`src/design/mesd_pkg.sv`:
```
// ----------------------------------------------------------------------------
// MIDI event stream decoder package
// Shared constants, codes, the classified beat type and the status length
// lookup used by the front and back halves of the decoder.
// ----------------------------------------------------------------------------
package mesd_pkg;

  localparam int TICK_WIDTH      = 48;
  localparam int MAX_DELTA_BYTES = 4;
  localparam int QUEUE_DEPTH     = 2;

  localparam int DELTA_W   = 7 * MAX_DELTA_BYTES;
  localparam int SUM_W     = (TICK_WIDTH > DELTA_W) ? TICK_WIDTH : DELTA_W;
  localparam int TEMPO_BYTES = 3;
  localparam int CNT_MAX   = (MAX_DELTA_BYTES > TEMPO_BYTES) ? MAX_DELTA_BYTES : TEMPO_BYTES;
  localparam int CNT_W     = $clog2(CNT_MAX + 1);
  localparam int QPTR_W    = (QUEUE_DEPTH > 1) ? $clog2(QUEUE_DEPTH) : 1;
  localparam int QCNT_W    = $clog2(QUEUE_DEPTH + 1);

  localparam int CFG_IDX_W  = 2;
  localparam int CFG_DATA_W = 24;

  localparam logic [CFG_IDX_W-1:0] CFG_END_OPCODE    = 2'd0;
  localparam logic [CFG_IDX_W-1:0] CFG_TEMPO_OPCODE  = 2'd1;
  localparam logic [CFG_IDX_W-1:0] CFG_DEFAULT_TEMPO = 2'd2;

  localparam logic [7:0]  END_OPCODE_RST    = 8'd255;
  localparam logic [7:0]  TEMPO_OPCODE_RST  = 8'd81;
  localparam logic [23:0] DEFAULT_TEMPO_RST = 24'd500000;

  localparam logic [3:0] ST_NOTE_OFF   = 4'h8;
  localparam logic [3:0] ST_NOTE_ON    = 4'h9;
  localparam logic [3:0] ST_POLY       = 4'hA;
  localparam logic [3:0] ST_CONTROL    = 4'hB;
  localparam logic [3:0] ST_PROGRAM    = 4'hC;
  localparam logic [3:0] ST_CHAN_PRESS = 4'hD;
  localparam logic [3:0] ST_BEND       = 4'hE;

  typedef enum logic [3:0] {
    EK_NOTE_OFF   = 4'd0,
    EK_NOTE_ON    = 4'd1,
    EK_POLY       = 4'd2,
    EK_CONTROL    = 4'd3,
    EK_PROGRAM    = 4'd4,
    EK_CHAN_PRESS = 4'd5,
    EK_BEND       = 4'd6,
    EK_TEMPO      = 4'd7,
    EK_END        = 4'd8,
    EK_ERROR      = 4'd9
  } event_kind_t;

  typedef enum logic [2:0] {
    EC_NONE       = 3'd0,
    EC_LONG_DELTA = 3'd1,
    EC_ZERO_TEMPO = 3'd2,
    EC_NO_STATUS  = 3'd3,
    EC_BAD_STATUS = 3'd4
  } err_cause_t;

  typedef struct packed {
    logic       rewind;
    logic [7:0] data_byte;
    logic       is_end;
    logic       is_tempo;
    logic [1:0] msg_len;
  } cls_t;

  function automatic logic [1:0] data_len(input logic [7:0] status);
    logic [1:0] n;
    case (status[7:4]) inside
      ST_PROGRAM, ST_CHAN_PRESS: n = 2'd1;
      ST_NOTE_OFF, ST_NOTE_ON, ST_POLY, ST_CONTROL, ST_BEND: n = 2'd2;
      default: n = 2'd0;
    endcase
    return n;
  endfunction

endpackage

```
`src/design/mesd_if.sv`:
```
// ----------------------------------------------------------------------------
// MIDI event stream decoder channel interfaces
// Valid/ready channels for the input byte stream and the decoded events.
// ----------------------------------------------------------------------------
interface mesd_in_if;
  logic       valid;
  logic       ready;
  logic [7:0] stream_byte;
  logic       rewind;

  modport source (output valid, output stream_byte, output rewind, input ready);
  modport sink (input valid, input stream_byte, input rewind, output ready);
endinterface

interface mesd_out_if;
  logic                            valid;
  logic                            ready;
  logic [3:0]                      event_kind;
  logic [3:0]                      channel;
  logic [7:0]                      first_data;
  logic [7:0]                      second_data;
  logic [15:0]                     bend_value;
  logic [23:0]                     tempo_value;
  logic [mesd_pkg::TICK_WIDTH-1:0] event_tick;
  logic [2:0]                      error_cause;

  modport source (output valid, output event_kind, output channel, output first_data,
                  output second_data, output bend_value, output tempo_value,
                  output event_tick, output error_cause, input ready);
  modport sink (input valid, input event_kind, input channel, input first_data,
                input second_data, input bend_value, input tempo_value,
                input event_tick, input error_cause, output ready);
endinterface

```
`src/design/mesd_front.sv`:
```
// ----------------------------------------------------------------------------
// MIDI event stream decoder front end
// Accepts input beats while the queue has room and tags each byte with its
// opcode matches and channel message length.
// ----------------------------------------------------------------------------
module mesd_front (
  mesd_in_if.sink         in_bus,
  input  logic [7:0]      end_opcode,
  input  logic [7:0]      tempo_opcode,
  input  logic            queue_full,
  output logic            push,
  output mesd_pkg::cls_t  push_data
);

  assign in_bus.ready = !queue_full;
  assign push         = in_bus.valid && !queue_full;

  always_comb begin
    push_data.rewind    = in_bus.rewind;
    push_data.data_byte = in_bus.stream_byte;
    push_data.is_end    = (in_bus.stream_byte == end_opcode);
    push_data.is_tempo  = (in_bus.stream_byte == tempo_opcode);
    push_data.msg_len   = mesd_pkg::data_len(in_bus.stream_byte);
  end

endmodule

```
`src/design/mesd_queue.sv`:
```
// ----------------------------------------------------------------------------
// MIDI event stream decoder classification queue
// Short FIFO that decouples the front end from the parser.
// ----------------------------------------------------------------------------
module mesd_queue (
  input  logic            clk,
  input  logic            rst_n,
  input  logic            push,
  input  mesd_pkg::cls_t  push_data,
  input  logic            pop,
  output logic            full,
  output logic            head_valid,
  output mesd_pkg::cls_t  head
);

  mesd_pkg::cls_t                   entries_r [mesd_pkg::QUEUE_DEPTH];
  logic [mesd_pkg::QPTR_W-1:0]      wr_ptr_r;
  logic [mesd_pkg::QPTR_W-1:0]      rd_ptr_r;
  logic [mesd_pkg::QCNT_W-1:0]      count_r;
  logic [mesd_pkg::QPTR_W-1:0]      wr_ptr_nxt;
  logic [mesd_pkg::QPTR_W-1:0]      rd_ptr_nxt;
  logic [mesd_pkg::QCNT_W-1:0]      count_nxt;

  assign full       = (count_r == mesd_pkg::QCNT_W'(mesd_pkg::QUEUE_DEPTH));
  assign head_valid = (count_r != '0);
  assign head       = entries_r[rd_ptr_r];

  always_comb begin
    wr_ptr_nxt = wr_ptr_r;
    rd_ptr_nxt = rd_ptr_r;
    count_nxt  = count_r;
    if (push) begin
      wr_ptr_nxt = (wr_ptr_r == mesd_pkg::QPTR_W'(mesd_pkg::QUEUE_DEPTH - 1)) ?
                   '0 : wr_ptr_r + 1'b1;
    end
    if (pop) begin
      rd_ptr_nxt = (rd_ptr_r == mesd_pkg::QPTR_W'(mesd_pkg::QUEUE_DEPTH - 1)) ?
                   '0 : rd_ptr_r + 1'b1;
    end
    if (push && !pop) begin
      count_nxt = count_r + 1'b1;
    end else if (pop && !push) begin
      count_nxt = count_r - 1'b1;
    end
  end

  always_ff @(posedge clk) begin
    if (!rst_n) begin
      wr_ptr_r <= '0;
      rd_ptr_r <= '0;
      count_r  <= '0;
    end else begin
      wr_ptr_r <= wr_ptr_nxt;
      rd_ptr_r <= rd_ptr_nxt;
      count_r  <= count_nxt;
    end
    if (push) begin
      entries_r[wr_ptr_r] <= push_data;
    end
  end

endmodule

```
`src/design/mesd_back.sv`:
```
// ----------------------------------------------------------------------------
// MIDI event stream decoder back end
// Parser state machine: delta accumulation, tempo assembly, running status
// and channel message decoding, with a registered result beat.
// ----------------------------------------------------------------------------
module mesd_back (
  input  logic            clk,
  input  logic            rst_n,
  input  logic [23:0]     default_tempo,
  input  logic            head_valid,
  input  mesd_pkg::cls_t  head,
  output logic            pop,
  mesd_out_if.source      out_bus
);

  typedef enum logic [2:0] {
    PH_DELTA,
    PH_OPCODE,
    PH_TEMPO,
    PH_DATA1,
    PH_DATA2,
    PH_DONE
  } phase_t;

  localparam int TW = mesd_pkg::TICK_WIDTH;
  localparam int DW = mesd_pkg::DELTA_W;
  localparam int CW = mesd_pkg::CNT_W;

  phase_t           phase_r, phase_nxt;
  logic [DW-1:0]    delta_r, delta_nxt;
  logic [CW-1:0]    cnt_r, cnt_nxt;
  logic [TW-1:0]    tick_r, tick_nxt;
  logic [7:0]       running_r, running_nxt;
  logic [7:0]       status_r, status_nxt;
  logic [7:0]       held_r, held_nxt;
  logic [23:0]      tempo_r, tempo_nxt;
  logic             stuck_r, stuck_nxt;
  logic             out_valid_r, out_valid_nxt;

  logic [3:0]       kind_r, kind_nxt;
  logic [3:0]       chan_r, chan_nxt;
  logic [7:0]       d1_r, d1_nxt;
  logic [7:0]       d2_r, d2_nxt;
  logic [15:0]      bend_r, bend_nxt;
  logic [23:0]      tval_r, tval_nxt;
  logic [TW-1:0]    etick_r, etick_nxt;
  logic [2:0]       cause_r, cause_nxt;

  logic [7:0]       b;
  logic [DW+6:0]    delta_shift;
  logic [DW-1:0]    delta_step;
  logic [CW-1:0]    cnt_inc;
  logic [TW-1:0]    tick_sum;
  logic [23:0]      tempo_step;
  logic             emit;
  logic             ch_emit;
  logic [7:0]       ch_status;
  logic [7:0]       ch_d1;
  logic [7:0]       ch_d2;
  logic [3:0]       ch_kind;
  logic [3:0]       ev_kind;
  logic [23:0]      ev_tempo;
  logic [2:0]       ev_cause;

  assign pop         = head_valid && (!out_valid_r || out_bus.ready);
  assign b           = head.data_byte;
  assign delta_shift = {delta_r, b[6:0]};
  assign delta_step  = delta_shift[DW-1:0];
  assign cnt_inc     = cnt_r + 1'b1;
  assign tick_sum    = TW'(mesd_pkg::SUM_W'(tick_r) + mesd_pkg::SUM_W'(delta_step));
  assign tempo_step  = {tempo_r[15:0], b};
  assign ch_kind     = ch_status[7:4] - 4'd8;

  always_comb begin
    phase_nxt     = phase_r;
    delta_nxt     = delta_r;
    cnt_nxt       = cnt_r;
    tick_nxt      = tick_r;
    running_nxt   = running_r;
    status_nxt    = status_r;
    held_nxt      = held_r;
    tempo_nxt     = tempo_r;
    stuck_nxt     = stuck_r;
    out_valid_nxt = out_valid_r && !out_bus.ready;
    emit          = 1'b0;
    ch_emit       = 1'b0;
    ch_status     = status_r;
    ch_d1         = held_r;
    ch_d2         = '0;
    ev_kind       = mesd_pkg::EK_ERROR;
    ev_tempo      = '0;
    ev_cause      = mesd_pkg::EC_NONE;

    if (pop) begin
      if (head.rewind) begin
        phase_nxt   = PH_DELTA;
        delta_nxt   = '0;
        cnt_nxt     = '0;
        tick_nxt    = '0;
        running_nxt = '0;
        status_nxt  = '0;
        held_nxt    = '0;
        tempo_nxt   = default_tempo;
        stuck_nxt   = 1'b0;
      end else if (!stuck_r && phase_r != PH_DONE) begin
        case (phase_r)
          PH_DELTA: begin
            if (!b[7]) begin
              tick_nxt  = tick_sum;
              delta_nxt = '0;
              cnt_nxt   = '0;
              phase_nxt = PH_OPCODE;
            end else begin
              delta_nxt = delta_step;
              cnt_nxt   = cnt_inc;
              if (cnt_inc >= CW'(mesd_pkg::MAX_DELTA_BYTES)) begin
                emit      = 1'b1;
                stuck_nxt = 1'b1;
                ev_kind   = mesd_pkg::EK_ERROR;
                ev_cause  = mesd_pkg::EC_LONG_DELTA;
              end
            end
          end
          PH_OPCODE: begin
            if (head.is_end) begin
              phase_nxt = PH_DONE;
              emit      = 1'b1;
              ev_kind   = mesd_pkg::EK_END;
            end else if (head.is_tempo) begin
              phase_nxt = PH_TEMPO;
              cnt_nxt   = '0;
              tempo_nxt = '0;
            end else if (b[7]) begin
              if (head.msg_len == 2'd0) begin
                emit      = 1'b1;
                stuck_nxt = 1'b1;
                ev_kind   = mesd_pkg::EK_ERROR;
                ev_cause  = mesd_pkg::EC_BAD_STATUS;
              end else begin
                status_nxt  = b;
                running_nxt = b;
                phase_nxt   = PH_DATA1;
              end
            end else if (running_r == '0) begin
              emit      = 1'b1;
              stuck_nxt = 1'b1;
              ev_kind   = mesd_pkg::EK_ERROR;
              ev_cause  = mesd_pkg::EC_NO_STATUS;
            end else begin
              status_nxt = running_r;
              held_nxt   = b;
              if (mesd_pkg::data_len(running_r) == 2'd1) begin
                ch_emit   = 1'b1;
                ch_status = running_r;
                ch_d1     = b;
                phase_nxt = PH_DELTA;
              end else begin
                phase_nxt = PH_DATA2;
              end
            end
          end
          PH_TEMPO: begin
            tempo_nxt = tempo_step;
            cnt_nxt   = cnt_inc;
            if (cnt_inc >= CW'(mesd_pkg::TEMPO_BYTES)) begin
              cnt_nxt = '0;
              emit    = 1'b1;
              if (tempo_step == '0) begin
                stuck_nxt = 1'b1;
                ev_kind   = mesd_pkg::EK_ERROR;
                ev_cause  = mesd_pkg::EC_ZERO_TEMPO;
              end else begin
                running_nxt = '0;
                phase_nxt   = PH_DELTA;
                ev_kind     = mesd_pkg::EK_TEMPO;
                ev_tempo    = tempo_step;
              end
            end
          end
          PH_DATA1: begin
            held_nxt = b;
            if (mesd_pkg::data_len(status_r) == 2'd1) begin
              ch_emit   = 1'b1;
              ch_d1     = b;
              phase_nxt = PH_DELTA;
            end else begin
              phase_nxt = PH_DATA2;
            end
          end
          PH_DATA2: begin
            ch_emit   = 1'b1;
            ch_d2     = b;
            phase_nxt = PH_DELTA;
          end
          default: begin
            phase_nxt = PH_DONE;
          end
        endcase
      end
    end

    kind_nxt  = kind_r;
    chan_nxt  = chan_r;
    d1_nxt    = d1_r;
    d2_nxt    = d2_r;
    bend_nxt  = bend_r;
    tval_nxt  = tval_r;
    etick_nxt = etick_r;
    cause_nxt = cause_r;
    if (ch_emit) begin
      out_valid_nxt = 1'b1;
      kind_nxt      = ch_kind;
      chan_nxt      = ch_status[3:0];
      d1_nxt        = ch_d1;
      d2_nxt        = ch_d2;
      bend_nxt      = (ch_kind == mesd_pkg::EK_BEND) ?
                      ({1'b0, ch_d2, 7'b0} | {8'b0, ch_d1}) : '0;
      tval_nxt      = '0;
      etick_nxt     = tick_r;
      cause_nxt     = mesd_pkg::EC_NONE;
    end else if (emit) begin
      out_valid_nxt = 1'b1;
      kind_nxt      = ev_kind;
      chan_nxt      = '0;
      d1_nxt        = '0;
      d2_nxt        = '0;
      bend_nxt      = '0;
      tval_nxt      = ev_tempo;
      etick_nxt     = tick_r;
      cause_nxt     = ev_cause;
    end
  end

  always_ff @(posedge clk) begin
    if (!rst_n) begin
      phase_r     <= PH_DELTA;
      delta_r     <= '0;
      cnt_r       <= '0;
      tick_r      <= '0;
      running_r   <= '0;
      status_r    <= '0;
      held_r      <= '0;
      tempo_r     <= mesd_pkg::DEFAULT_TEMPO_RST;
      stuck_r     <= 1'b0;
      out_valid_r <= 1'b0;
    end else begin
      phase_r     <= phase_nxt;
      delta_r     <= delta_nxt;
      cnt_r       <= cnt_nxt;
      tick_r      <= tick_nxt;
      running_r   <= running_nxt;
      status_r    <= status_nxt;
      held_r      <= held_nxt;
      tempo_r     <= tempo_nxt;
      stuck_r     <= stuck_nxt;
      out_valid_r <= out_valid_nxt;
    end
    kind_r  <= kind_nxt;
    chan_r  <= chan_nxt;
    d1_r    <= d1_nxt;
    d2_r    <= d2_nxt;
    bend_r  <= bend_nxt;
    tval_r  <= tval_nxt;
    etick_r <= etick_nxt;
    cause_r <= cause_nxt;
  end

  assign out_bus.valid       = out_valid_r;
  assign out_bus.event_kind  = kind_r;
  assign out_bus.channel     = chan_r;
  assign out_bus.first_data  = d1_r;
  assign out_bus.second_data = d2_r;
  assign out_bus.bend_value  = bend_r;
  assign out_bus.tempo_value = tval_r;
  assign out_bus.event_tick  = etick_r;
  assign out_bus.error_cause = cause_r;

  a_quiet_when_halted: assert property (@(posedge clk) disable iff (!rst_n)
    (pop && !head.rewind && (stuck_r || phase_r == PH_DONE)) |-> !(emit || ch_emit))
    else $error("Result produced while the parser is halted.");

  a_delta_count_bound: assert property (@(posedge clk) disable iff (!rst_n)
    (phase_r == PH_DELTA && !stuck_r) |-> (cnt_r < CW'(mesd_pkg::MAX_DELTA_BYTES)))
    else $error("Delta byte count reached its limit without an error.");

  a_cause_matches_kind: assert property (@(posedge clk) disable iff (!rst_n)
    out_valid_r |-> ((kind_r == mesd_pkg::EK_ERROR) == (cause_r != mesd_pkg::EC_NONE)))
    else $error("Error cause disagrees with event kind.");

  a_error_sticks: assert property (@(posedge clk) disable iff (!rst_n)
    (stuck_r && !(pop && head.rewind)) |=> stuck_r)
    else $error("Error state left without a rewind.");

endmodule

```
`src/design/midi_event_stream_decoder.sv`:
```
// ----------------------------------------------------------------------------
// MIDI event stream decoder
// Accepts one input beat per cycle while the queue has room. The byte that
// completes a result is written to the queue when accepted, and the parser
// loads the output register when it pops that byte. Sustained throughput is
// one byte per cycle while the output is not held by back-pressure. A
// synchronous active-low reset restores the configuration registers and
// parser state; no clearing pass is needed.
// ----------------------------------------------------------------------------
module midi_event_stream_decoder (
  input  logic                               clk,
  input  logic                               rst_n,
  mesd_in_if.sink                            in_bus,
  mesd_out_if.source                         out_bus,
  input  logic                               cfg_we,
  input  logic [mesd_pkg::CFG_IDX_W-1:0]     cfg_index,
  input  logic [mesd_pkg::CFG_DATA_W-1:0]    cfg_wdata
);

  logic [7:0]      cfg_end_opcode_r;
  logic [7:0]      cfg_tempo_opcode_r;
  logic [23:0]     cfg_default_tempo_r;

  logic            push;
  mesd_pkg::cls_t  push_data;
  logic            queue_full;
  logic            pop;
  logic            head_valid;
  mesd_pkg::cls_t  head;

  always_ff @(posedge clk) begin
    if (!rst_n) begin
      cfg_end_opcode_r    <= mesd_pkg::END_OPCODE_RST;
      cfg_tempo_opcode_r  <= mesd_pkg::TEMPO_OPCODE_RST;
      cfg_default_tempo_r <= mesd_pkg::DEFAULT_TEMPO_RST;
    end else if (cfg_we) begin
      case (cfg_index)
        mesd_pkg::CFG_END_OPCODE:    cfg_end_opcode_r    <= cfg_wdata[7:0];
        mesd_pkg::CFG_TEMPO_OPCODE:  cfg_tempo_opcode_r  <= cfg_wdata[7:0];
        mesd_pkg::CFG_DEFAULT_TEMPO: cfg_default_tempo_r <= cfg_wdata[23:0];
        default: begin
        end
      endcase
    end
  end

  mesd_front u_front (
    .in_bus       (in_bus),
    .end_opcode   (cfg_end_opcode_r),
    .tempo_opcode (cfg_tempo_opcode_r),
    .queue_full   (queue_full),
    .push         (push),
    .push_data    (push_data)
  );

  mesd_queue u_queue (
    .clk        (clk),
    .rst_n      (rst_n),
    .push       (push),
    .push_data  (push_data),
    .pop        (pop),
    .full       (queue_full),
    .head_valid (head_valid),
    .head       (head)
  );

  mesd_back u_back (
    .clk           (clk),
    .rst_n         (rst_n),
    .default_tempo (cfg_default_tempo_r),
    .head_valid    (head_valid),
    .head          (head),
    .pop           (pop),
    .out_bus       (out_bus)
  );

endmodule
```
`src/flat_wrapper.sv`:
```
// flat-port wrapper written by rule: the top's interface ports become plain ports
module midi_event_stream_decoder_flat 
  (clk, rst_n, cfg_we, cfg_index, cfg_wdata, in_bus_valid, in_bus_stream_byte, in_bus_rewind, in_bus_ready, out_bus_valid, out_bus_event_kind, out_bus_channel, out_bus_first_data, out_bus_second_data, out_bus_bend_value, out_bus_tempo_value, out_bus_event_tick, out_bus_error_cause, out_bus_ready);
  mesd_in_if in_bus_i ();
  mesd_out_if out_bus_i ();
  input  logic clk;
  input  logic rst_n;
  input  logic cfg_we;
  input  logic [mesd_pkg::CFG_IDX_W-1:0] cfg_index;
  input  logic [mesd_pkg::CFG_DATA_W-1:0] cfg_wdata;
  input wire logic [$bits(in_bus_i.valid)-1:0] in_bus_valid;
  input wire logic [$bits(in_bus_i.stream_byte)-1:0] in_bus_stream_byte;
  input wire logic [$bits(in_bus_i.rewind)-1:0] in_bus_rewind;
  output wire logic [$bits(in_bus_i.ready)-1:0] in_bus_ready;
  output wire logic [$bits(out_bus_i.valid)-1:0] out_bus_valid;
  output wire logic [$bits(out_bus_i.event_kind)-1:0] out_bus_event_kind;
  output wire logic [$bits(out_bus_i.channel)-1:0] out_bus_channel;
  output wire logic [$bits(out_bus_i.first_data)-1:0] out_bus_first_data;
  output wire logic [$bits(out_bus_i.second_data)-1:0] out_bus_second_data;
  output wire logic [$bits(out_bus_i.bend_value)-1:0] out_bus_bend_value;
  output wire logic [$bits(out_bus_i.tempo_value)-1:0] out_bus_tempo_value;
  output wire logic [$bits(out_bus_i.event_tick)-1:0] out_bus_event_tick;
  output wire logic [$bits(out_bus_i.error_cause)-1:0] out_bus_error_cause;
  input wire logic [$bits(out_bus_i.ready)-1:0] out_bus_ready;
  assign in_bus_i.valid = in_bus_valid;
  assign in_bus_i.stream_byte = in_bus_stream_byte;
  assign in_bus_i.rewind = in_bus_rewind;
  assign in_bus_ready = in_bus_i.ready;
  assign out_bus_valid = out_bus_i.valid;
  assign out_bus_event_kind = out_bus_i.event_kind;
  assign out_bus_channel = out_bus_i.channel;
  assign out_bus_first_data = out_bus_i.first_data;
  assign out_bus_second_data = out_bus_i.second_data;
  assign out_bus_bend_value = out_bus_i.bend_value;
  assign out_bus_tempo_value = out_bus_i.tempo_value;
  assign out_bus_event_tick = out_bus_i.event_tick;
  assign out_bus_error_cause = out_bus_i.error_cause;
  assign out_bus_i.ready = out_bus_ready;
  midi_event_stream_decoder u_core (.clk(clk), .rst_n(rst_n), .in_bus(in_bus_i), .out_bus(out_bus_i), .cfg_we(cfg_we), .cfg_index(cfg_index), .cfg_wdata(cfg_wdata));
endmodule
```
`config.mk`:
```
export PLATFORM = sky130hd
export DESIGN_NAME = midi_event_stream_decoder_flat
export DESIGN_NICKNAME = d
export VERILOG_FILES = /design/src/design/mesd_pkg.sv /design/src/design/mesd_if.sv /design/src/design/mesd_front.sv /design/src/design/mesd_queue.sv /design/src/design/mesd_back.sv /design/src/design/midi_event_stream_decoder.sv /design/src/flat_wrapper.sv
export SDC_FILE = /design/constraint.sdc
export NUM_CORES = 1
export LEC_CHECK = 0
export BUFFER_PORTS_ARGS = -buffer_cell sky130_fd_sc_hd__buf_2
export CAP_MARGIN = 5
export CELL_PAD_IN_SITES_DETAIL_PLACEMENT = 2
export CELL_PAD_IN_SITES_GLOBAL_PLACEMENT = 2
export CORE_MARGIN = 2
export CORE_UTILIZATION = 40
export CTS_CLUSTER_SIZE = 24
export DETAILED_ROUTE_END_ITERATION = 8
export GPL_TIMING_DRIVEN = 0
export HOLD_SLACK_MARGIN = 0.08
export PLACE_DENSITY = 0.82
export SLEW_MARGIN = 20
export SYNTH_ARGS = -nofsm -noshare
export SYNTH_HDL_FRONTEND = slang
export SYNTH_SLANG_ARGS = --single-unit
```
`constraint.sdc`:
```
create_clock -name clk -period 10.6 [get_ports clk]
set_input_delay 1.06 -clock clk [delete_from_list [all_inputs] [get_ports clk]]
set_output_delay 1.06 -clock clk [all_outputs]
set_load 0.005 [all_outputs]
```
==> qor.yml <==
status:
  status: "complete, no violations"
synth:
  synth_compound_area_frac: 0.169
  ys.flop_type: "dfxtp_1"
  yosysWarningCount: 0
  synth_area_per_cell_um2: 9.94
  synth_top_family_by_area: "simple AND/OR/NAND/NOR gates"
  synthXorXnorAreaFrac: 0.0274
  synthDistinctLibCells: 81
  synth_nets: 1424
  synthAdderAreaFrac: 0.0303
  async_flop_share: 0
  synth-edff-count: 113
  synthSimpleGateAreaFrac: 0.190
  ys_ff_latch: 294
  yosysSeqAreaShare: 0.522
  muxShareOfSynthArea: 0.0318
  synthCells: 1352
  syn-cell-area_um2: 13400
detailed_routing:
  wl_um: 48000
  routedWlPerCell_um: 23.8
  dr.pass1.iters: 5
  num_vias: 11500
  viasPerCell: 5.70
  antenna_left: 0
  drc: 0
  first_iter_violations: 617
timing:
  fin_tns_setup_ns: 0
  fin_crit_ns: 5.06
  max_freq_mhz: 198
  rsz0062_at_grt: "false"
  hold_violations: 0
  finalWorstSetupSlack_ns: 5.54
  hold_slack_ns: 0.462
  skew_ns: 0.0187
  period_share: 0.477
  slew_viol_final: 0
  slew_headroom: 0.231
  setup_viol: 0
  worst_pin_slew_ns: 1.12
cells_and_area:
  layout-drive-gt1-share: 0.172
  syn_to_final_growth_pct: 18.3
  nFillCells: 3551
  final_area_um2: 15900
  nets: 1611
  multi_input_area_um2: 6070
  seqCellArea_um2: 7020
global_routing:
  antenna_found_initial: 0
  grt_max_degree: 97
  overflow: 0
  grt_pass1_wl_um: 74600
  grt_usage: 0.273
  grt_pass1_vias: 12600
worst_setup_path:
  reg2reg_to: "u_core.u_back.tick_r[44]"
  path_cells: "buf_6 -> buf_6 -> mux2i_2 -> inv_1 -> ha_1 -> fa_1 -> a211oi_2 -> o21ai_0 -> a211oi_2 -> o2111ai_2 -> a211oi_2 -> buf_2 -> nor4_1 -> o21a_1"
  crit_type: "register to register"
  arrival_ns: 5.47
  cp-end-kind: "register"
  reg2regPathDepth: 14
  cpMostUsedCell: "a211oi_2"
  max_stage_delay_ns: 0.81
  ff2ff_setup_slack_ns: 5.54
  path_max_fanout: 10
  crit_path_top_delay_cell: "mux2i_2"
  worst_ep_required_time_ns: 11.01
  startpoint_type: "register"
pwr:
  switching_share: 0.360
  pwr-share-clk: 0.314
  combPwrFrac: 0.294
  power_frac_seq: 0.392
  ir_drop_mv: 0.122
  p_sw_mw: 1.32
  power.density_nw_per_um2: 231
  power_mw: 3.68
  leakagePower_nw: 6.13
  p_int_mw: 2.36
cts:
  ctsResizeCount: 0
  path_clk_slew_ns: 0.06
  cts_buffer_depth: 3
  cts_buffers: 35
  post_cts_buffers: 0
  cts_tree: "done"
  ctsHoldBuffers: 0
  cts.sinks: 294
  cts_root_buffer: "clkbuf_16"
  insertion_delay_ns: 0.52
  htree_levels: 2
floorplanning:
  start_util: 0.404
  core_um2: 33300
  die_h_um: 187
  io_pins: 157
  die_area_um2: 35100
  rows: 67
  die-width_um: 187
place:
  dp_hpwl_um: 34700
  place_ws_ns: 5.66
  gp_congestion: 0.903
  placed_cell_area_um2: 14800
  io_buffers: 147
worst_hold_path:
  hp-class: "register to register"
  hp-start: "u_core.u_back.tick_r[16]"
  holdPathStages: 0
  worstHoldEndpoint: "u_core.u_back.out_bus.event_tick[16]"
run:
  drv_cap: 0
==> cells by family (layout without fill, tap and decap cells) <==
group,after synthesis,count (layout)
adders and majority gates,32,32
xor gates and xnor gates,42,42
AOI/OAI and AO/OA,334,334
buffers and inverters,88,302
and+or+nand+nor,519,519
other,1,2
muxes,42,42
DFF,294,294
==> state kept, by name, indices dropped and copies added, names as in the netlist, 2 cells and up, named ones only <==
name / cells
u_core.u_queue.entries_r: 26
u_core.u_back.status_r: 8
u_core.u_back.out_bus.tempo_value: 24
u_core.u_back.phase_r: 3
u_core.u_back.out_bus.channel: 4
u_core.cfg_end_opcode_r: 8
u_core.cfg_default_tempo_r: 16
u_core.u_queue.count_r: 2
u_core.u_back.out_bus.first_data: 8
u_core.u_back.out_bus.bend_value: 15
u_core.cfg_tempo_opcode_r: 8
u_core.u_back.out_bus.second_data: 8
u_core.u_back.out_bus.error_cause: 3
u_core.u_back.cnt_r: 3
u_core.u_back.tempo_r: 16
u_core.u_back.held_r: 8
u_core.u_back.out_bus.event_kind: 4
u_core.u_back.out_bus.event_tick: 48
u_core.u_back.running_r: 8
u_core.u_back.delta_r: 21
u_core.u_back.tick_r: 48
==> area by class of cell <==
| type | instances | area share |
|---|---|---|
| diodes | 1 | 0.000157 |
| plain buffers | 65 | 0.0194 |
| clock buffers | 57 | 0.0656 |
| clock inverters | 7 | 0.00323 |
| inverters | 23 | 0.00543 |
| multi-input cells | 970 | 0.381 |
| flip-flops and latches | 294 | 0.441 |
| well taps | 448 | 0.0352 |
| repair buffers | 150 | 0.0484 |
==> worst max-delay path, delay by kind of cell (launching register included) <==
family | cells | cell delay [ns]
AO/OA/AOI/OAI | 6 | 1.96
adder cells (fa/ha/maj) | 2 | 0.78
buffers and inverters | 4 | 0.92
flip-flops | 1 | 0.35
multiplexers | 1 | 0.81
AND/OR/NAND/NOR | 1 | 0.08
==> synthesized netlist by cell type, drive strengths merged (4+ instances only) <==
master | number | area (µm²)
edfxtp | 113 | 3390
nand2b | 7 | 43.8
a221oi | 4 | 35.0
o31ai | 10 | 88.8
xnor2 | 27 | 236
o21bai | 9 | 67.6
nand2 | 161 | 607
o21a | 11 | 83.8
or4 | 11 | 82.6
a31oi | 6 | 37.5
or2 | 8 | 50.1
and2 | 16 | 100
clkbuf | 40 | 150
nor2b | 53 | 332
xor2 | 15 | 131
nor3 | 25 | 169
buf | 25 | 154
a221o | 12 | 120
a22oi | 13 | 97.6
o211ai | 7 | 57.6
inv | 23 | 86.3
ha | 31 | 388
nor2 | 128 | 483
dfxtp | 181 | 3620
a21o | 13 | 97.6
a211oi | 11 | 115
a2111oi | 9 | 85.1
or3 | 13 | 91.3
nor3b | 4 | 41.3
o21ai | 70 | 350
a21boi | 32 | 240
nor4 | 10 | 62.6
nand3b | 4 | 30.0
mux2i | 39 | 394
a21oi | 94 | 470
nand3 | 48 | 240
o211a | 12 | 120
and3 | 8 | 50.1
nand4 | 13 | 81.3
==> power by group through the flow <==
| stage | logic [mW] | registers, mW | clock network [mW] |
|---|---|---|---|
| global placement | 0.982 | 1.45 | 0 |
| floorplan | 0.634 | 1.42 | 0 |
| finish | 1.08 | 1.44 | 1.16 |
| global route | 1.17 | 1.46 | 1.22 |
| detailed placement | 1.05 | 1.46 | 0 |
| CTS | 1.08 | 1.44 | 1.18 |
==> routing by layer <==
layer  track usage  vias up  routed length [µm]
met5             0        -                   0
met2         0.489      326               23900
met1         0.325     5762               19700
met4         0.111        0                2050
met3        0.0469      118                2340
li1              -     5284                   -
==> how the worst max path moves through the flow <==
stage                         from  slack, ns                       end  depth (start not counted)
after floorplan           register       7.01  u_core.u_back.tick_r[44]                         14
after global placement    register       5.29  u_core.u_back.tick_r[44]                         13
after detailed placement  register       5.66  u_core.u_back.tick_r[44]                         14
after CTS                 register       5.60  u_core.u_back.tick_r[44]                         14
after global routing      register       5.30  u_core.u_back.tick_r[34]                         14
final                     register       5.54  u_core.u_back.tick_r[44]                         14
==> metrics by stage <==
stage	std cells	utilization
2_1_floorplan	1352	-
3_3_place_gp	1947	0.443
3_5_place_dp	1950	0.445
4_1_cts	2014	0.478
5_1_grt	2014	0.478
6_report	2015	0.478
==> cell usage in the layout, fill, tap and decap left out, types with 10 or more instances in the layout <==
master / count
a221o_1: 12
nor2b_1: 53
o21ai_0: 65
a21oi_1: 94
clkbuf_16: 36
o21a_1: 10
nand2_1: 160
ha_1: 31
a21o_1: 13
xor2_1: 15
a22oi_1: 13
edfxtp_1: 113
mux2i_1: 31
buf_2: 162
clkbuf_1: 54
dfxtp_1: 181
nand4_1: 13
o211a_1: 12
inv_1: 22
and2_1: 16
nand3_1: 48
or3_1: 11
or4_1: 11
nor2_1: 126
xnor2_1: 27
nor3_1: 20
a21boi_0: 30
nor4_1: 10
(Power assumes the default switching activity.)
